===== src/rtl/ivs_pkg.sv =====
// shared types and constants for the indexed value stack
package ivs_pkg;

  localparam int unsigned DEPTH_DEF  = 64;
  localparam int unsigned WORD_W_DEF = 64;
  localparam int unsigned TAG_W      = 3;
  localparam int unsigned IDX_W      = 8;
  localparam int unsigned AMT_W      = 11;
  localparam int unsigned CMD_W      = 4;
  localparam int unsigned ERR_W      = 3;

  typedef enum logic [CMD_W-1:0] {
    CMD_PUSH    = 4'd0,
    CMD_POP     = 4'd1,
    CMD_PEEK    = 4'd2,
    CMD_SETD    = 4'd3,
    CMD_INSERT  = 4'd4,
    CMD_REMOVE  = 4'd5,
    CMD_REPLACE = 4'd6,
    CMD_COPY    = 4'd7,
    CMD_ROTATE  = 4'd8
  } cmd_e;

  typedef enum logic [ERR_W-1:0] {
    ERR_OK        = 3'd0,
    ERR_OVERFLOW  = 3'd1,
    ERR_UNDERFLOW = 3'd2,
    ERR_INDEX     = 3'd3,
    ERR_DEPTH     = 3'd4
  } err_e;

  typedef enum logic [2:0] {
    SEL_HOLD  = 3'd0,
    SEL_LEFT  = 3'd1,
    SEL_RIGHT = 3'd2,
    SEL_BUS   = 3'd3,
    SEL_IN    = 3'd4
  } sel_e;

endpackage


===== src/rtl/ivs_cell.sv =====
// one stack slot: holds a tagged word and loads from a neighbor, the bus or the input
module ivs_cell #(
  parameter int unsigned SW = ivs_pkg::WORD_W_DEF + ivs_pkg::TAG_W
) (
  input  logic          clk_i,
  input  logic          rst_ni,
  input  ivs_pkg::sel_e sel_i,
  input  logic [SW-1:0] left_i,
  input  logic [SW-1:0] right_i,
  input  logic [SW-1:0] bus_i,
  input  logic [SW-1:0] in_i,
  output logic [SW-1:0] slot_o
);

  logic [SW-1:0] slot_q, slot_d;

  always_comb begin
    unique case (sel_i)
      ivs_pkg::SEL_LEFT:  slot_d = left_i;
      ivs_pkg::SEL_RIGHT: slot_d = right_i;
      ivs_pkg::SEL_BUS:   slot_d = bus_i;
      ivs_pkg::SEL_IN:    slot_d = in_i;
      default:            slot_d = slot_q;
    endcase
  end

  always_ff @(posedge clk_i or negedge rst_ni) begin
    if (!rst_ni) begin
      slot_q <= '0;
    end else begin
      slot_q <= slot_d;
    end
  end

  assign slot_o = slot_q;

endmodule


===== config.mk =====
export PLATFORM = sky130hd
export DESIGN_NAME = ivs_cell
export DESIGN_NICKNAME = d
export VERILOG_FILES = /design/src/rtl/ivs_pkg.sv /design/src/rtl/ivs_cell.sv
export SDC_FILE = /design/constraint.sdc
export NUM_CORES = 1
export LEC_CHECK = 0
export ABC_CLOCK_PERIOD_IN_PS = 1000
export BUFFER_PORTS_ARGS = -buffer_cell sky130_fd_sc_hd__buf_2
export CORE_AREA = 3 3 130 132
export DETAILED_ROUTE_END_ITERATION = 6
export DIE_AREA = 0 0 133 135
export PLACE_DENSITY = 0.66
export SLEW_MARGIN = 20
export SYNTH_ARGS = -nofsm -noshare
export SYNTH_HDL_FRONTEND = slang
export SYNTH_SLANG_ARGS = --single-unit

===== constraint.sdc =====
create_clock -name clk_i -period 1 [get_ports clk_i]
set_clock_uncertainty 0.15 [all_clocks]
set_input_delay 0.25 -clock clk_i [delete_from_list [all_inputs] [get_ports clk_i]]
set_output_delay 0.25 -clock clk_i [all_outputs]
set_load 0.05 [all_outputs]

**Word level (Yosys, flattened, before mapping)**

Index checks and enable logic that the tools add are counted.

- Reduce and logical (&&, ||, !) cells: 1
- Equality and inequality tests: 4
- Muxes and demuxes: 1

Operators with widths:

| operator | count |
|---|---|
| case mux 67 bit (4 select lines) | 1 |
| == test 3 x 2 -> 1 bit (second input constant) | 2 |
| nonzero test 4 bit | 1 |
| == test 3 x 1 -> 1 bit (second input constant) | 1 |
| == test 3 bit (second input constant) | 1 |

- Input port bits: 273
- Output and inout bits: 67
- Word-level logic and storage cells: 7
- Register bits: 67

**Logic depth before layout (Yosys ltp)**

- Word-level depth: 2
- Gate-level depth with buffers: 7
- Gate-level depth less buffers: 3

**Worst setup path after synthesis**

OpenSTA, ideal clock, no wires.

- Path kind: in2reg
- From: in sel_i[2]
- To: reg slot_q[25], in the netlist slot_o[25]
- Setup time: 0.128 ns
- Cell stages on the path: 6
- Required time: 0.722 ns
- Setup slack: -0.426 ns
- Path buffers: 3
- Arrival time: 1.148 ns
- Cells stage by stage: buf_6 -> nor3b_2 -> buf_6 -> buf_6 -> a221oi_1 -> o2bb2ai_1

- Word-level cells in the longest chain between the ends: 2
- Elaborated cells on any way between the ends: 6
- Those cells by class: 4 x eq/ne; 1 x mux; 1 x reduce/logical

RTL lines:

| what | RTL line | RTL |
|---|---|---|
| start, declared | ivs_cell.sv:7 | `input ivs_pkg::sel_e sel_i,` |
| == test 3 bit, or another cell as far along | ivs_cell.sv:18 | `unique case (sel_i)` |
| case mux 67 bit (4 select lines) or nonzero test 4 bit (tied branches) | n/a |  |
| end signal, assigned | ivs_cell.sv:31 | `slot_q <= slot_d;` |
| end, declared | ivs_cell.sv:15 | `logic [SW-1:0] slot_q, slot_d;` |

Parallel ways exist; a longest one is shown, timed or not.
A chain may end at the register's enable or synchronous reset.

**Worst setup path in the final report**

- From: in sel_i[0]
- To: reg slot_q[11], in the netlist slot_o[11]

Same word-level chain as after synthesis.

==> results.py <==
metrics = {
    "run_status": {
        "status": "finished with violations",
        "violations": "setup timing",
    },
    "layout": {
        "fin_nets": 1236,
        "largest_reg_flops": 67,
        "multi_input_area_um2": 5289,
        "final_cell_mix": "buf_2 (268), buf_6 (96), buf_4 (96), o2bb2ai_2 (58), nand2b_1 (53)",
        "final_area_um2": 12550,
        "final_common_cell": "buf_2",
        "synthToLayoutAreaGrowth_pct": 131.0,
        "seq_area_um2": 1730,
        "drive_above_1_share_pct": 88.02,
        "fill_cells": 843,
    },
    "floorplanning": {
        "die_w_um": 133,
        "start_util_pct": 34.32,
        "die_y_um": 135,
        "rows": 46,
        "pin_count": 340,
        "core_um2": 15830,
        "die_area_um2": 17960,
    },
    "pwr": {
        "p_leak_nw": 5.316,
        "irDropWorstVdd_mv": 0.8671,
        "power.density_nw_per_um2": 1167,
    },
    "sta": {
        "max_clock_freq_mhz": 745.0,
        "rsz0062_at_grt": "true",
        "min_period_ns": 1.342,
        "period_share_pct": 134.2,
        "final_max_slew_viol_count": 0,
        "hold_ws_ns": 0.03300,
        "worst_slew_pin_slew_ns": 0.5235,
        "fin_ws_ns": -0.3423,
        "hold_viol": 0,
        "max_slew_margin_pct": 64.62,
        "setup_viol": 134,
    },
    "place": {
        "gp_congestion": 0.8932,
        "placed_area_um2": 8046,
        "io_buffers": 339,
        "hpwl_um": 15830,
    },
    "synth": {
        "syn_inst": 473,
        "syn_avg_cell_area_um2": 11.48,
        "synth_nets": 746,
        "synth_seq_cells": 67,
        "synth_edf_count": 0,
        "yosysWarnings": 0,
        "yosys.area.top_type": "dfrtp_1",
        "async_flop_share_pct": 100.0,
        "synth-main-ff-cell": "dfrtp_1",
        "synth_area_um2": 5431,
        "seq_area_frac_synth_pct": 30.87,
        "synth_top_area_share_pct": 30.87,
        "synthTopCellsByArea": "dfrtp_1 (31%), a221oi_2 (13%), nor4bb_1 (12%)",
        "yosysUniqueCellTypes": 21,
    },
    "grt": {
        "grt_start_max_net_pins": 40,
        "use_met3_pct": 5.999,
        "antenna_found_initial": 4,
        "use_met1_pct": 33.54,
        "grt_usage_pct": 28.87,
        "overflow": 0,
        "use_met2_pct": 51.50,
        "grt_busiest_layer": "met2",
        "grt_pass1_wl_um": 39990,
        "first_global_vias": 7058,
    },
    "critical_path": {
        "worstSetupEndpoint": "slot_o[11]$_DFFE_PN0P_",
        "reg2reg_to": "slot_o[33]$_DFFE_PN0P_",
        "cp-end-kind": "register",
        "r2r_cells": 4,
        "startpoint_type": "input pin",
        "worst_path_most_repeated_cell": "buf_12",
        "critical_path_arrival_ns": 1.44,
        "reg2reg_from": "slot_o[33]$_DFFE_PN0P_",
        "path_class": "in -> reg",
        "crit_slowest_cell": "nor3b_4",
        "worstPathRequired_ns": 1.09,
        "crit_path_cell_trace": "buf_12, nor3b_4, buf_6, buf_8, buf_12, buf_12, nor3_2, o2bb2ai_2",
        "r2r_slack_ns": -0.19,
        "path_max_fanout": 8,
        "cpPeakStageDelay_ns": 0.27,
        "crit_path_start": "sel_i[0]",
    },
    "drt": {
        "first_pass_iters": 4,
        "routed_wl_um": 30570,
        "first_iter_violations": 359,
        "wl_per_cell_um": 25.73,
        "drc": 0,
        "avgViaCountPerCell": 5.686,
        "num_vias": 6755,
        "antenna_left": 0,
    },
    "clock_network": {
        "worstSkewPairLatency_ns": 0.32,
        "clock_path_buffers": 2,
        "cts_root_buffer": "clkbuf_16",
        "path_clk_slew_ns": 0.06,
        "cts_buffers": 9,
        "cts_tree": "built",
        "htreeDepth": 3,
        "cts_sinks": 67,
    },
    "min_path": {
        "hold_path_class": "in -> reg",
    },
    "run": {
        "maxCapViolCount": 0,
    },
}
[how the worst min path moves through the flow]
stage                           from                     end  cells after the start
final                     left_i[22]  slot_o[22]$_DFFE_PN0P_                      3
after CTS                 left_i[24]  slot_o[24]$_DFFE_PN0P_                      3
after detailed placement      rst_ni  slot_o[42]$_DFFE_PN0P_                      1
after floorplan               rst_ni   slot_o[0]$_DFFE_PN0P_                      0
after global placement        rst_ni  slot_o[39]$_DFFE_PN0P_                      1
after global routing      left_i[22]  slot_o[22]$_DFFE_PN0P_                      3
[per-stage QoR]
| stage | instances | utilization [%] | TNS (ns) | total power (W) | setup WS (ns) |
|---|---|---|---|---|---|
| 2_1_floorplan | 473 | - | -27.73 | 0.006457 | -0.4183 |
| 6_report | 1188 | 79.27 | -37.67 | 0.01464 | -0.3423 |
| 4_1_cts | 1150 | 71.33 | -38.30 | 0.01361 | -0.3411 |
| 3_3_place_gp | 1053 | 50.84 | -39.35 | 0.008257 | -0.6871 |
| 3_5_place_dp | 1053 | 50.84 | -40.92 | 0.008297 | -0.7202 |
| 5_1_grt | 1187 | 79.26 | -40.49 | 0.01512 | -0.3667 |
[routing by layer]
layer / share of wire, % / up-vias
met1: 36 / 3363
met4: 4.5 / 0
li1: - / 2926
met5: 0 / -
met2: 53 / 365
met3: 6.3 / 101
[kinds of logic after synthesis]
logic type / synth area share (%)
XOR/XNOR: 0.2996
AND/OR/NAND/NOR: 30.09
AO/OA/AOI/OAI: 30.48
flip-flops: 30.87
buffers and inverters: 8.270
[repair_timing]
item,in CTS,in global routing
pin swaps,77,67
hold buffers,1,0
setup endpoints to repair,134,134
cloned,24,6
setup buffers,60,37
gates resized for setup,378,140
hold endpoints to repair,68,0
[Yosys cell counts, types with 2 or more instances]
library cell  instances
a221oi_1             20
a221oi_2             47
and4bb_1              2
buf_2                14
buf_4                 8
buf_6                19
clkbuf_1             24
dfrtp_1              67
nand2b_1             53
nor3_1               37
nor3_2               30
nor4bb_1             65
o2bb2ai_1            37
o2bb2ai_2            30
or2b_1               14
[cell type report]
cell class / instances / area share [%]
clock inverter: 1 / 0.03989
timing repair buffer: 545 / 39.49
sequential: 67 / 13.79
tap: 216 / 2.154
multi-input combinational: 340 / 42.15
antenna: 4 / 0.07978
clock buffer: 15 / 2.294
[worst max-delay path: cells and delay by family]
family | cells | cell delay, ns
and+or+nand+nor | 2 | 0.32
buffers and inverters | 5 | 0.74
AOI/OAI and AO/OA | 1 | 0.12
[power breakdown]
| group | internal (W) | switching (W) |
|---|---|---|
| Combinational | 0.00388 | 0.00397 |
| Sequential | 0.00317 | 0.000389 |
| Clock | 0.00195 | 0.00127 |
Note: power is estimated with default switching activity, not from simulation.
